<file path="config.mk">
export PLATFORM = sky130hd
export DESIGN_NAME = preemptive_priority_scheduler
export DESIGN_NICKNAME = d
export VERILOG_FILES = /design/src/hdl/pps_pkg.sv /design/src/hdl/pps_cell.sv /design/src/hdl/preemptive_priority_scheduler.sv
export SDC_FILE = /design/constraint.sdc
export NUM_CORES = 2
export LEC_CHECK = 0
export ABC_CLOCK_PERIOD_IN_PS = 19100
export BUFFER_PORTS_ARGS = -buffer_cell sky130_fd_sc_hd__buf_2
export CAP_MARGIN = 0
export CORE_MARGIN = 2
export CORE_UTILIZATION = 60
export CTS_BUF_LIST = sky130_fd_sc_hd__clkbuf_4
export CTS_CLUSTER_DIAMETER = 30
export DETAILED_ROUTE_END_ITERATION = 7
export HOLD_SLACK_MARGIN = 0.15
export PLACE_DENSITY = 0.77
export SLEW_MARGIN = 15
export SYNTH_ARGS = -nofsm -noshare
export SYNTH_HDL_FRONTEND = slang
export SYNTH_SLANG_ARGS = --single-unit
</file>
<file path="constraint.sdc">
create_clock -name clk_i -period 19.1 [get_ports clk_i]
set_input_delay 0 -clock clk_i [delete_from_list [all_inputs] [get_ports clk_i]]
set_output_delay 0 -clock clk_i [all_outputs]
set_load 0.01 [all_outputs]
</file>
<file path="src/hdl/pps_pkg.sv">
package pps_pkg;

  // Default sizing of the slot table and of the time counter.
  localparam int unsigned DEF_SLOTS     = 16;
  localparam int unsigned DEF_TIME_BITS = 32;

  // Input operation codes.
  typedef enum logic {
    OP_TICK   = 1'b0,
    OP_ARRIVE = 1'b1
  } op_e;

  // Result status codes.
  typedef enum logic [1:0] {
    STAT_OK   = 2'd0,
    STAT_IDLE = 2'd1,
    STAT_BUSY = 2'd2,
    STAT_ZERO = 2'd3
  } status_e;

  // Commands broadcast from the controller to the slot cells.
  typedef enum logic [2:0] {
    CMD_NONE   = 3'd0,
    CMD_LOAD   = 3'd1,
    CMD_STAMP  = 3'd2,
    CMD_RUN    = 3'd3,
    CMD_RETIRE = 3'd4
  } cmd_e;

  // Controller states.
  typedef enum logic [2:0] {
    S_IDLE   = 3'd0,
    S_ARRIVE = 3'd1,
    S_SCAN   = 3'd2,
    S_DECIDE = 3'd3,
    S_EXEC   = 3'd4,
    S_FINISH = 3'd5
  } state_e;

  // One input beat.
  typedef struct packed {
    op_e         operation;
    logic [3:0]  slot;
    logic [7:0]  priority_req;
    logic [15:0] burst;
  } sched_in_t;

  // One result beat.
  typedef struct packed {
    status_e     status;
    logic [3:0]  running_slot;
    logic        preempted;
    logic        finished;
    logic [15:0] turnaround_time;
    logic [15:0] waiting_time;
    logic [15:0] response_time;
  } sched_out_t;

endpackage

</file>
<file path="src/hdl/pps_cell.sv">
module pps_cell #(
  parameter int unsigned TIME_BITS = pps_pkg::DEF_TIME_BITS,
  parameter int unsigned SLOT_W    = 4,
  parameter int unsigned INDEX     = 0
) (
  input  logic                 clk_i,
  input  logic                 rst_ni,
  input  pps_pkg::cmd_e        cmd_op_i,
  input  logic                 cmd_hit_i,
  input  logic [7:0]           cmd_prio_i,
  input  logic [15:0]          cmd_burst_i,
  input  logic [TIME_BITS-1:0] cmd_time_i,
  input  logic [15:0]          cmd_resp_i,
  input  logic                 skip_i,
  input  logic                 cand_found_i,
  input  logic [7:0]           cand_prio_i,
  input  logic [TIME_BITS-1:0] cand_stamp_i,
  input  logic [SLOT_W-1:0]    cand_slot_i,
  output logic                 cand_found_o,
  output logic [7:0]           cand_prio_o,
  output logic [TIME_BITS-1:0] cand_stamp_o,
  output logic [SLOT_W-1:0]    cand_slot_o,
  input  logic                 rd_hit_i,
  output logic [7:0]           rd_prio_o,
  output logic [15:0]          rd_remaining_o,
  output logic [15:0]          rd_burst_o,
  output logic [TIME_BITS-1:0] rd_arrival_o,
  output logic                 rd_started_o,
  output logic [15:0]          rd_response_o,
  output logic                 valid_o
);
  import pps_pkg::*;

  logic                 valid_q, valid_d;
  logic                 started_q, started_d;
  logic [7:0]           prio_q, prio_d;
  logic [15:0]          remaining_q, remaining_d;
  logic [15:0]          burst_q, burst_d;
  logic [TIME_BITS-1:0] arrival_q, arrival_d;
  logic [TIME_BITS-1:0] stamp_q, stamp_d;
  logic [15:0]          response_q, response_d;

  logic                 take_self;
  logic                 cand_found_q, cand_found_d;
  logic [7:0]           cand_prio_q, cand_prio_d;
  logic [TIME_BITS-1:0] cand_stamp_q, cand_stamp_d;
  logic [SLOT_W-1:0]    cand_slot_q, cand_slot_d;

  // Apply a command addressed to this slot.
  always_comb begin
    valid_d     = valid_q;
    started_d   = started_q;
    prio_d      = prio_q;
    remaining_d = remaining_q;
    burst_d     = burst_q;
    arrival_d   = arrival_q;
    stamp_d     = stamp_q;
    response_d  = response_q;
    if (cmd_hit_i) begin
      unique case (cmd_op_i)
        CMD_LOAD: begin
          valid_d     = 1'b1;
          started_d   = 1'b0;
          prio_d      = cmd_prio_i;
          remaining_d = cmd_burst_i;
          burst_d     = cmd_burst_i;
          arrival_d   = cmd_time_i;
          stamp_d     = cmd_time_i;
          response_d  = '0;
        end
        CMD_STAMP: begin
          stamp_d = cmd_time_i;
        end
        CMD_RUN: begin
          started_d   = 1'b1;
          response_d  = cmd_resp_i;
          remaining_d = remaining_q - 16'd1;
        end
        CMD_RETIRE: begin
          valid_d     = 1'b0;
          started_d   = 1'b0;
          remaining_d = '0;
        end
        default: begin
        end
      endcase
    end
  end

  always_ff @(posedge clk_i or negedge rst_ni) begin
    if (!rst_ni) begin
      valid_q   <= 1'b0;
      started_q <= 1'b0;
    end else begin
      valid_q   <= valid_d;
      started_q <= started_d;
    end
  end

  always_ff @(posedge clk_i) begin
    prio_q      <= prio_d;
    remaining_q <= remaining_d;
    burst_q     <= burst_d;
    arrival_q   <= arrival_d;
    stamp_q     <= stamp_d;
    response_q  <= response_d;
  end

  // Ranking step of the scan: the incoming candidate comes from a lower slot,
  // so it keeps its place on a full tie of priority and stamp.
  always_comb begin
    take_self = valid_q && !skip_i &&
                (!cand_found_i || (prio_q < cand_prio_i) ||
                 ((prio_q == cand_prio_i) && (stamp_q < cand_stamp_i)));
    if (take_self) begin
      cand_found_d = 1'b1;
      cand_prio_d  = prio_q;
      cand_stamp_d = stamp_q;
      cand_slot_d  = SLOT_W'(INDEX);
    end else begin
      cand_found_d = cand_found_i;
      cand_prio_d  = cand_prio_i;
      cand_stamp_d = cand_stamp_i;
      cand_slot_d  = cand_slot_i;
    end
  end

  always_ff @(posedge clk_i or negedge rst_ni) begin
    if (!rst_ni) begin
      cand_found_q <= 1'b0;
    end else begin
      cand_found_q <= cand_found_d;
    end
  end

  always_ff @(posedge clk_i) begin
    cand_prio_q  <= cand_prio_d;
    cand_stamp_q <= cand_stamp_d;
    cand_slot_q  <= cand_slot_d;
  end

  assign cand_found_o = cand_found_q;
  assign cand_prio_o  = cand_prio_q;
  assign cand_stamp_o = cand_stamp_q;
  assign cand_slot_o  = cand_slot_q;

  // Read port: fields are gated so that the controller can OR all cells.
  assign rd_prio_o      = rd_hit_i ? prio_q : '0;
  assign rd_remaining_o = rd_hit_i ? remaining_q : '0;
  assign rd_burst_o     = rd_hit_i ? burst_q : '0;
  assign rd_arrival_o   = rd_hit_i ? arrival_q : '0;
  assign rd_started_o   = rd_hit_i & started_q;
  assign rd_response_o  = rd_hit_i ? response_q : '0;
  assign valid_o        = valid_q;

endmodule

</file>
<file path="src/hdl/preemptive_priority_scheduler.sv">
// Preemptive priority scheduler over a table of SLOTS task slots, advanced one
// time unit per tick beat. Each slot lives in its own cell; on a tick the best
// ready task (lowest priority value, then oldest stamp, then lowest slot) is
// found by passing a candidate along the row of cells, one cell per cycle. A
// tick then passes through the decide, execute and finish states; execute is
// skipped when no task is running or ready. An arrival beat is handled in the
// arrival state alone. One beat is worked on at a time; the next input beat
// is taken while the previous result still waits on the output.
// Every input beat yields exactly one result beat.
module preemptive_priority_scheduler #(
  parameter int unsigned SLOTS     = pps_pkg::DEF_SLOTS,
  parameter int unsigned TIME_BITS = pps_pkg::DEF_TIME_BITS
) (
  input  logic               clk_i,
  input  logic               rst_ni,
  input  logic               in_valid_i,
  output logic               in_stall_o,
  input  pps_pkg::sched_in_t in_data_i,
  output logic               out_valid_o,
  input  logic               out_stall_i,
  output pps_pkg::sched_out_t out_data_o
);
  import pps_pkg::*;

  localparam int unsigned SLOT_W = $clog2(SLOTS);

  function automatic logic [15:0] sat16(input logic [TIME_BITS-1:0] v);
    sat16 = (v > TIME_BITS'(16'hFFFF)) ? 16'hFFFF : v[15:0];
  endfunction

  state_e               state_q, state_d;
  sched_in_t            item_q, item_d;
  logic [SLOT_W-1:0]    cnt_q, cnt_d;
  logic [TIME_BITS-1:0] time_q, time_d;
  logic                 run_valid_q, run_valid_d;
  logic [SLOT_W-1:0]    run_slot_q, run_slot_d;
  logic                 have_q, have_d;
  logic                 pre_q, pre_d;
  logic [SLOT_W-1:0]    chosen_q, chosen_d;
  logic [TIME_BITS-1:0] rdiff_q, rdiff_d;
  logic [TIME_BITS-1:0] tat_q, tat_d;
  logic [15:0]          burst_r_q, burst_r_d;
  logic [15:0]          rem_q, rem_d;
  logic                 started_r_q, started_r_d;
  logic [15:0]          resp_r_q, resp_r_d;
  logic                 out_valid_q, out_valid_d;
  sched_out_t           out_q, out_d;

  logic                 in_accept;
  logic                 out_free;
  logic                 run_active;
  logic                 slot_ok;
  logic [SLOT_W-1:0]    item_idx;
  logic                 finish_now;
  logic [15:0]          resp_new;
  logic [TIME_BITS-1:0] burst_ext;

  cmd_e                 cmd_op;
  logic                 cmd_en;
  logic [SLOT_W-1:0]    cmd_slot;
  logic [15:0]          cmd_resp;
  logic [SLOT_W-1:0]    rd_sel;

  logic [SLOTS-1:0]     cmd_hit;
  logic [SLOTS-1:0]     rd_hit;
  logic [SLOTS-1:0]     skip_hit;
  logic [SLOTS-1:0]     valid_vec;

  logic [SLOTS:0]       ch_found;
  logic [7:0]           ch_prio  [SLOTS+1];
  logic [TIME_BITS-1:0] ch_stamp [SLOTS+1];
  logic [SLOT_W-1:0]    ch_slot  [SLOTS+1];

  logic [7:0]           cl_prio      [SLOTS];
  logic [15:0]          cl_remaining [SLOTS];
  logic [15:0]          cl_burst     [SLOTS];
  logic [TIME_BITS-1:0] cl_arrival   [SLOTS];
  logic [SLOTS-1:0]     cl_started;
  logic [15:0]          cl_response  [SLOTS];

  logic [7:0]           rd_prio;
  logic [15:0]          rd_remaining;
  logic [15:0]          rd_burst;
  logic [TIME_BITS-1:0] rd_arrival;
  logic                 rd_started;
  logic [15:0]          rd_response;

  // Handshakes.
  assign in_stall_o = (state_q != S_IDLE);
  assign in_accept  = in_valid_i && !in_stall_o;
  assign out_free   = !out_valid_q || !out_stall_i;

  assign item_idx   = SLOT_W'(item_q.slot);
  assign slot_ok    = 32'(item_q.slot) < SLOTS;
  assign run_active = run_valid_q && valid_vec[run_slot_q];
  assign burst_ext  = TIME_BITS'(burst_r_q);
  assign finish_now = (rem_q <= 16'd1);
  assign resp_new   = started_r_q ? resp_r_q : sat16(rdiff_q);

  // Head of the candidate chain carries no task.
  assign ch_found[0] = 1'b0;
  assign ch_prio[0]  = '0;
  assign ch_stamp[0] = '0;
  assign ch_slot[0]  = '0;

  // Row of slot cells.
  for (genvar g = 0; g < SLOTS; g++) begin : g_cell
    pps_cell #(
      .TIME_BITS (TIME_BITS),
      .SLOT_W    (SLOT_W),
      .INDEX     (g)
    ) u_cell (
      .clk_i          (clk_i),
      .rst_ni         (rst_ni),
      .cmd_op_i       (cmd_op),
      .cmd_hit_i      (cmd_hit[g]),
      .cmd_prio_i     (item_q.priority_req),
      .cmd_burst_i    (item_q.burst),
      .cmd_time_i     (time_q),
      .cmd_resp_i     (cmd_resp),
      .skip_i         (skip_hit[g]),
      .cand_found_i   (ch_found[g]),
      .cand_prio_i    (ch_prio[g]),
      .cand_stamp_i   (ch_stamp[g]),
      .cand_slot_i    (ch_slot[g]),
      .cand_found_o   (ch_found[g+1]),
      .cand_prio_o    (ch_prio[g+1]),
      .cand_stamp_o   (ch_stamp[g+1]),
      .cand_slot_o    (ch_slot[g+1]),
      .rd_hit_i       (rd_hit[g]),
      .rd_prio_o      (cl_prio[g]),
      .rd_remaining_o (cl_remaining[g]),
      .rd_burst_o     (cl_burst[g]),
      .rd_arrival_o   (cl_arrival[g]),
      .rd_started_o   (cl_started[g]),
      .rd_response_o  (cl_response[g]),
      .valid_o        (valid_vec[g])
    );
  end

  // Slot decode for commands, reads and the skipped running task.
  always_comb begin
    for (int i = 0; i < SLOTS; i++) begin
      cmd_hit[i]  = cmd_en && (cmd_slot == SLOT_W'(i));
      rd_hit[i]   = (rd_sel == SLOT_W'(i));
      skip_hit[i] = run_active && (run_slot_q == SLOT_W'(i));
    end
  end

  // Gather the selected cell's fields.
  always_comb begin
    rd_prio      = '0;
    rd_remaining = '0;
    rd_burst     = '0;
    rd_arrival   = '0;
    rd_started   = |cl_started;
    rd_response  = '0;
    for (int i = 0; i < SLOTS; i++) begin
      rd_prio      = rd_prio | cl_prio[i];
      rd_remaining = rd_remaining | cl_remaining[i];
      rd_burst     = rd_burst | cl_burst[i];
      rd_arrival   = rd_arrival | cl_arrival[i];
      rd_response  = rd_response | cl_response[i];
    end
  end

  assign rd_sel = (state_q == S_DECIDE) ? run_slot_q : chosen_q;

  // Sequencer: next state, command to the cells and the result beat.
  always_comb begin
    state_d     = state_q;
    item_d      = item_q;
    cnt_d       = cnt_q;
    time_d      = time_q;
    run_valid_d = run_valid_q;
    run_slot_d  = run_slot_q;
    have_d      = have_q;
    pre_d       = pre_q;
    chosen_d    = chosen_q;
    rdiff_d     = rdiff_q;
    tat_d       = tat_q;
    burst_r_d   = burst_r_q;
    rem_d       = rem_q;
    started_r_d = started_r_q;
    resp_r_d    = resp_r_q;
    out_valid_d = out_valid_q && out_stall_i;
    out_d       = out_q;
    cmd_op      = CMD_NONE;
    cmd_en      = 1'b0;
    cmd_slot    = '0;
    cmd_resp    = resp_new;

    unique case (state_q)
      S_IDLE: begin
        if (in_accept) begin
          item_d = in_data_i;
          cnt_d  = '0;
          state_d = (in_data_i.operation == OP_ARRIVE) ? S_ARRIVE : S_SCAN;
        end
      end

      S_ARRIVE: begin
        if (out_free) begin
          out_d        = '0;
          out_d.status = STAT_OK;
          if (item_q.burst == 16'd0) begin
            out_d.status = STAT_ZERO;
          end else if (!slot_ok || valid_vec[item_idx]) begin
            out_d.status = STAT_BUSY;
          end else begin
            cmd_op   = CMD_LOAD;
            cmd_en   = 1'b1;
            cmd_slot = item_idx;
          end
          out_valid_d = 1'b1;
          state_d     = S_IDLE;
        end
      end

      S_SCAN: begin
        cnt_d = cnt_q + SLOT_W'(1);
        if (cnt_q == SLOT_W'(SLOTS - 1)) begin
          state_d = S_DECIDE;
        end
      end

      S_DECIDE: begin
        pre_d = 1'b0;
        if (run_active) begin
          have_d   = 1'b1;
          chosen_d = run_slot_q;
          if (ch_found[SLOTS] && (ch_prio[SLOTS] < rd_prio)) begin
            // Preempt: the running task goes back with a fresh stamp.
            cmd_op   = CMD_STAMP;
            cmd_en   = 1'b1;
            cmd_slot = run_slot_q;
            chosen_d = ch_slot[SLOTS];
            pre_d    = 1'b1;
          end
        end else begin
          have_d   = ch_found[SLOTS];
          chosen_d = ch_slot[SLOTS];
        end
        state_d = (run_active || ch_found[SLOTS]) ? S_EXEC : S_FINISH;
      end

      S_EXEC: begin
        rdiff_d     = time_q - rd_arrival;
        tat_d       = time_q + TIME_BITS'(1) - rd_arrival;
        burst_r_d   = rd_burst;
        rem_d       = rd_remaining;
        started_r_d = rd_started;
        resp_r_d    = rd_response;
        state_d     = S_FINISH;
      end

      S_FINISH: begin
        if (out_free) begin
          out_d  = '0;
          time_d = time_q + TIME_BITS'(1);
          if (!have_q) begin
            out_d.status = STAT_IDLE;
            run_valid_d  = 1'b0;
          end else begin
            out_d.status       = STAT_OK;
            out_d.running_slot = 4'(chosen_q);
            out_d.preempted    = pre_q;
            cmd_en             = 1'b1;
            cmd_slot           = chosen_q;
            if (finish_now) begin
              cmd_op                = CMD_RETIRE;
              out_d.finished        = 1'b1;
              out_d.turnaround_time = sat16(tat_q);
              out_d.waiting_time    = (tat_q >= burst_ext) ? sat16(tat_q - burst_ext)
                                                          : 16'd0;
              out_d.response_time   = resp_new;
              run_valid_d           = 1'b0;
              run_slot_d            = '0;
            end else begin
              cmd_op      = CMD_RUN;
              run_valid_d = 1'b1;
              run_slot_d  = chosen_q;
            end
          end
          out_valid_d = 1'b1;
          state_d     = S_IDLE;
        end
      end

      default: begin
        state_d = S_IDLE;
      end
    endcase
  end

  // Control registers.
  always_ff @(posedge clk_i or negedge rst_ni) begin
    if (!rst_ni) begin
      state_q     <= S_IDLE;
      cnt_q       <= '0;
      time_q      <= '0;
      run_valid_q <= 1'b0;
      run_slot_q  <= '0;
      have_q      <= 1'b0;
      out_valid_q <= 1'b0;
    end else begin
      state_q     <= state_d;
      cnt_q       <= cnt_d;
      time_q      <= time_d;
      run_valid_q <= run_valid_d;
      run_slot_q  <= run_slot_d;
      have_q      <= have_d;
      out_valid_q <= out_valid_d;
    end
  end

  // Payload registers.
  always_ff @(posedge clk_i) begin
    item_q      <= item_d;
    pre_q       <= pre_d;
    chosen_q    <= chosen_d;
    rdiff_q     <= rdiff_d;
    tat_q       <= tat_d;
    burst_r_q   <= burst_r_d;
    rem_q       <= rem_d;
    started_r_q <= started_r_d;
    resp_r_q    <= resp_r_d;
    out_q       <= out_d;
  end

  assign out_valid_o = out_valid_q;
  assign out_data_o  = out_q;

  // In the idle state, a task marked as running always occupies a live slot.
  a_run_slot_live: assert property (@(posedge clk_i) disable iff (!rst_ni)
    (state_q == S_IDLE && run_valid_q) |-> valid_vec[run_slot_q])
    else $error("running task refers to an empty slot");

  // A result beat is only produced by the arrival or completion step.
  a_out_source: assert property (@(posedge clk_i) disable iff (!rst_ni)
    $rose(out_valid_q) |-> ($past(state_q) == S_ARRIVE || $past(state_q) == S_FINISH))
    else $error("result beat raised outside arrival or completion");

  // The scan winner is always a live slot.
  a_scan_winner_live: assert property (@(posedge clk_i) disable iff (!rst_ni)
    (state_q == S_DECIDE && ch_found[SLOTS]) |-> valid_vec[ch_slot[SLOTS]])
    else $error("scan selected an empty slot");

  // Completion is only reported together with a good status.
  a_finish_ok: assert property (@(posedge clk_i) disable iff (!rst_ni)
    (out_valid_q && out_q.finished) |-> (out_q.status == STAT_OK))
    else $error("completion reported with a bad status");

endmodule
</file>
==> results.txt <==
The flow ran to the end, but the final reports show violations. The final reports fail on design-rule violations. The post-synthesis net count is 9650. The final number of max-transition violations came out at 0. The routed layout has 82100 vias. By area the synthesized netlist is led by sky130_fd_sc_hd__edfxtp_1, sky130_fd_sc_hd__dfxtp_1, sky130_fd_sc_hd__ha_1, sky130_fd_sc_hd__mux2_2, sky130_fd_sc_hd__a22oi_1. The end of the worst register-to-register path is g_cell[5].u_cell.burst_q[2]$_DFFE_PP_. The maximum clock skew at final layout is roughly 0.13 ns. The maximum number of pins on one net before global-route repair came out at 124. The count of clock tree sinks came out at ~2900. The period utilization is 0.452. The CTS buffer count is approximately 730. The worst voltage drop across the vdd grid is about 0.08 mV. Setup repair after global routing left no endpoint under its margin. The number of placement rows is 165. The worst hold slack across all endpoints is 0.281 ns. The initial antenna violation count is 13. The cell sitting at the root of the clock tree is a sky130_fd_sc_hd__clkbuf_4. The sequential share of the synthesized area came out at 0.647. The post-route antenna net violation count is 0.

The origin of the worst min-delay path is in_data_i[24]. The wire length after detailed routing is about 360000 microns. The kind of critical path is flop to flop.

The total setup buffers inserted after CTS is 0. The number of synthesized flops with an enable pin came out at 2121. For the worst setup path, the data required time is 20.17 ns.

The die span in y is between 400 and 500 microns. The fraction of the core area covered by cells at the end of the flow is 0.678. The maximum clock rate came out at about 120 MHz. The library cell used most frequently in the layout, excluding fill and tap cells, is sky130_fd_sc_hd__edfxtp_1. For this run, the number of Yosys warnings is 0. The power per cell area came out at between 100 and 150 mW/mm^2. After synthesis, the netlist uses 82 different library cells. The static leakage came out at 53.0 nW. The placed instances occupy a cell area of 0.127 sq mm. The layout filler cell count came out at roughly 14000. The mean routed wirelength per cell is 27.8 microns. The most used flip-flop cell after synthesis is sky130_fd_sc_hd__edfxtp_1. The number of hold-slack violations in the final timing report came out at 0. The portion of synthesized cell area occupied by the leading cell type is 0.520.

The total global routing track utilization is 0.340. The number of instances in the synthesized netlist came out at 8925. The number of global-route vias before repair is 82600. The post-cts repair resize count came out at 0.

From left edge to right edge, the die measures 456 microns. The cell that appears most often on the critical path is sky130_fd_sc_hd__buf_4. STA classifies the critical path endpoint as a flop. After global routing, the most crowded layer is met2. The startpoint identified for the worst register-to-register timing path is state_q[1]$_DFFE_PN0P_. The final estimated routing congestion in global placement came out at between 0.9 and 1. The number of cells on the worst reg-to-reg path is 17. On the critical path, the stage with the largest delay is an instance of sky130_fd_sc_hd__buf_4. The met3 usage is 0.0683. After the first detailed-routing iteration, the DRC count stood at 11000. 91 I/O pins were placed.

TritonCTS built the clock tree. The area inside the core boundary came out at 0.203 sq mm. In this run the worst hold path is classified as primary input to flop. The mean number of vias per cell is 6.36. The transition time at the pin with the least slew margin came out at 1.32 ns. The count of port buffers added during placement came out at 90. For the worst setup path, the data arrival time is 9.70 ns. The worst setup path is launched from a flop. The async set-or-reset flop fraction in the synthesized netlist came out at 0.0327. The number of cells on the worst hold path came out at 4.

The critical-path maximum fanout is 48. In the global route stage, met1 resource usage came out at 0.439. Setup violations remaining at the end of the flow were counted as 0. The average cell area after synthesis is 13.7 sq um. The first global-routing pass estimated around 520000 microns of wire.

The worst-case register-to-register setup slack is between 10 and 15 ns. The clock reaches the later pin of the worst-skew pair after 1.51 ns. The detailed-router iteration count before antenna repair is 8. The number of buffers between clock root and the deepest sink is 4. The number of remaining DRC errors came out at 17. The fraction of layout instances using a drive strength above 1 came out at 0.209. The path with the worst hold slack has its endpoint at item_idx[0]$_DFFE_PP_. The HPWL after detailed placement came out at 229000 microns. The synthesized design spends more area on one cell type than any other, namely sky130_fd_sc_hd__edfxtp_1.

The library cells used most frequently in the layout, excluding fill and tap cells, are sky130_fd_sc_hd__edfxtp_1, sky130_fd_sc_hd__clkbuf_4, sky130_fd_sc_hd__inv_1, sky130_fd_sc_hd__ha_1, sky130_fd_sc_hd__dfxtp_1. Counting flops and latches in the post-synthesis netlist gives roughly 2900. The floorplan step defined a die boundary enclosing 0.208 sq mm. After clock tree synthesis, the clock-pin slew on the worst setup and hold paths is around 0.060 ns. The final layout contains around 10000 nets. Summed over all failing endpoints, the final setup total negative slack is 0 ns.

Traced cell by cell, the critical path runs through nand3b_1 > buf_4 > mux2i_1 > nor2_4 > buf_4 > a22oi_1 > nand4_1 > nor2_1 > ha_1 > nand3_1 > a2111oi_0 > o211a_1 > nand4b_1 > a31oi_1 > nand4_1 > nor2_4 > buf_4. The post-route standard cell area excluding fillers is ~0.14 sq mm. In this run the number of H-tree levels came out at 6.

The clock period could shrink to 8.63 ns. The worst max-slew margin expressed relative to the limit is 0.118. The count of max-cap constraint violations came out at 0. In this design, the stage delay of the slowest critical-path cell is 0.81 ns. The layout overhead on the synthesized area is 12.2%. The initial core utilization is 0.604.

The mapped cell area came out at 0.122 sq mm. The residual overflow from global routing is 0. The met2 demand-to-capacity share in global routing came out at 0.549.
[worst max path at each step]
stage | start | end | slack (ns) | depth (start not counted)
6_report | state_q[1]$_DFFE_PN0P_ | g_cell[5].u_cell.burst_q[2]$_DFFE_PP_ | 10.47 | 17
5_1_grt | state_q[1]$_DFFE_PN0P_ | g_cell[5].u_cell.arrival_q[12]$_DFFE_PP_ | 10.06 | 17
4_1_cts | state_q[1]$_DFFE_PN0P_ | g_cell[5].u_cell.arrival_q[12]$_DFFE_PP_ | 10.66 | 17
3_5_place_dp | state_q[1]$_DFFE_PN0P_ | g_cell[5].u_cell.burst_q[11]$_DFFE_PP_ | 10.72 | 17
3_3_place_gp | state_q[1]$_DFFE_PN0P_ | g_cell[5].u_cell.burst_q[1]$_DFFE_PP_ | 10.79 | 17
2_1_floorplan | state_q[2]$_DFFE_PN0P_ | burst_r_q[0]$_DFFE_PN_ | 10.11 | 3
[sequential cells by signal, summed over array words and instances, names as in the netlist, 15 cells and up]
signal                      count
time_q                         32
tat_q                          32
g_cell.u_cell.response_q      256
g_cell.u_cell.valid_o          16
g_cell.u_cell.cand_stamp_o    480
out_data_o                     56
g_cell.u_cell.cand_found_o     16
g_cell.u_cell.prio_q          128
g_cell.u_cell.started_q        16
burst_r_q                      16
item_q                         24
g_cell.u_cell.cand_slot_o      49
resp_r_q                       16
g_cell.u_cell.arrival_q       512
g_cell.u_cell.burst_q         256
g_cell.u_cell.cand_prio_o     128
g_cell.u_cell.stamp_q         512
g_cell.u_cell.remaining_q     256
rem_q                          15
rdiff_q                        32
[cells in the mapped netlist, types with 175 or more instances]
master,count
sky130_fd_sc_hd__a21o_1,211
sky130_fd_sc_hd__a21oi_1,204
sky130_fd_sc_hd__a222oi_1,175
sky130_fd_sc_hd__a22oi_1,383
sky130_fd_sc_hd__clkbuf_1,308
sky130_fd_sc_hd__dfxtp_1,657
sky130_fd_sc_hd__edfxtp_1,2121
sky130_fd_sc_hd__ha_1,689
sky130_fd_sc_hd__inv_1,693
sky130_fd_sc_hd__mux2_2,541
sky130_fd_sc_hd__nand2_1,220
sky130_fd_sc_hd__nand4_1,214
sky130_fd_sc_hd__nor2_1,366
sky130_fd_sc_hd__o21ai_0,416
sky130_fd_sc_hd__xnor2_1,228
[layout make-up]
| cell class | instances | area, sq um | area share |
|---|---|---|---|
| Clock buffer | 1088 | 8170 | 0.0595 |
| Timing Repair Buffer | 345 | 2660 | 0.0194 |
| Inverter | 694 | 2610 | 0.0190 |
| Antenna cell | 20 | 50.0 | 0.000365 |
| Multi-Input combinational cell | 5016 | 39900 | 0.291 |
| Clock inverter | 208 | 1330 | 0.00970 |
| Tap cell | 2672 | 3340 | 0.0244 |
| Sequential cell | 2872 | 79200 | 0.577 |
[per-layer routing]
metal | share of wire | routed length (microns)
met5 | 0.00026 | 94
met4 | 0.055 | 19800
met3 | 0.10 | 37300
met2 | 0.47 | 168000
met1 | 0.37 | 133000
[power breakdown]
| group | switching, mW | internal [mW] |
|---|---|---|
| registers | 0.667 | 7.79 |
| clock network | 2.53 | 2.83 |
| logic | 2.76 | 1.93 |
[worst max-delay path: cells and delay by family (launching register included)]
family	cells	cell delay [ns]
buffers and inverters	3	1.94
muxes	1	0.44
AOI/OAI and AO/OA	4	1.63
adders and majority gates	1	0.31
DFF	1	0.55
and+or+nand+nor	8	3.13
[stage by stage]
step	power, mW	worst slack (ns)	cells
2_1_floorplan	11.4	10.11	8925
3_3_place_gp	13.0	10.79	11500
3_5_place_dp	13.1	10.72	11500
4_1_cts	18.5	10.66	12900
5_1_grt	19.4	10.06	12900
6_report	18.5	10.47	12900
[logic make-up after synthesis]
logic type	count (synthesis)	share of synthesized area
DFF	2872	0.647
AOI/OAI and AO/OA	1822	0.105
and+or+nand+nor	1594	0.0681
buffers and inverters	1037	0.0319
adders and majority gates	692	0.0709
muxes	563	0.0526
xor gates and xnor gates	345	0.0247
[what timing repair did]
action	CTS	global route
endpoints found under the hold margin	289	0
setup endpoints to repair	0	0
hold buffers	101	0
Power figures use the tool's default switching activity.
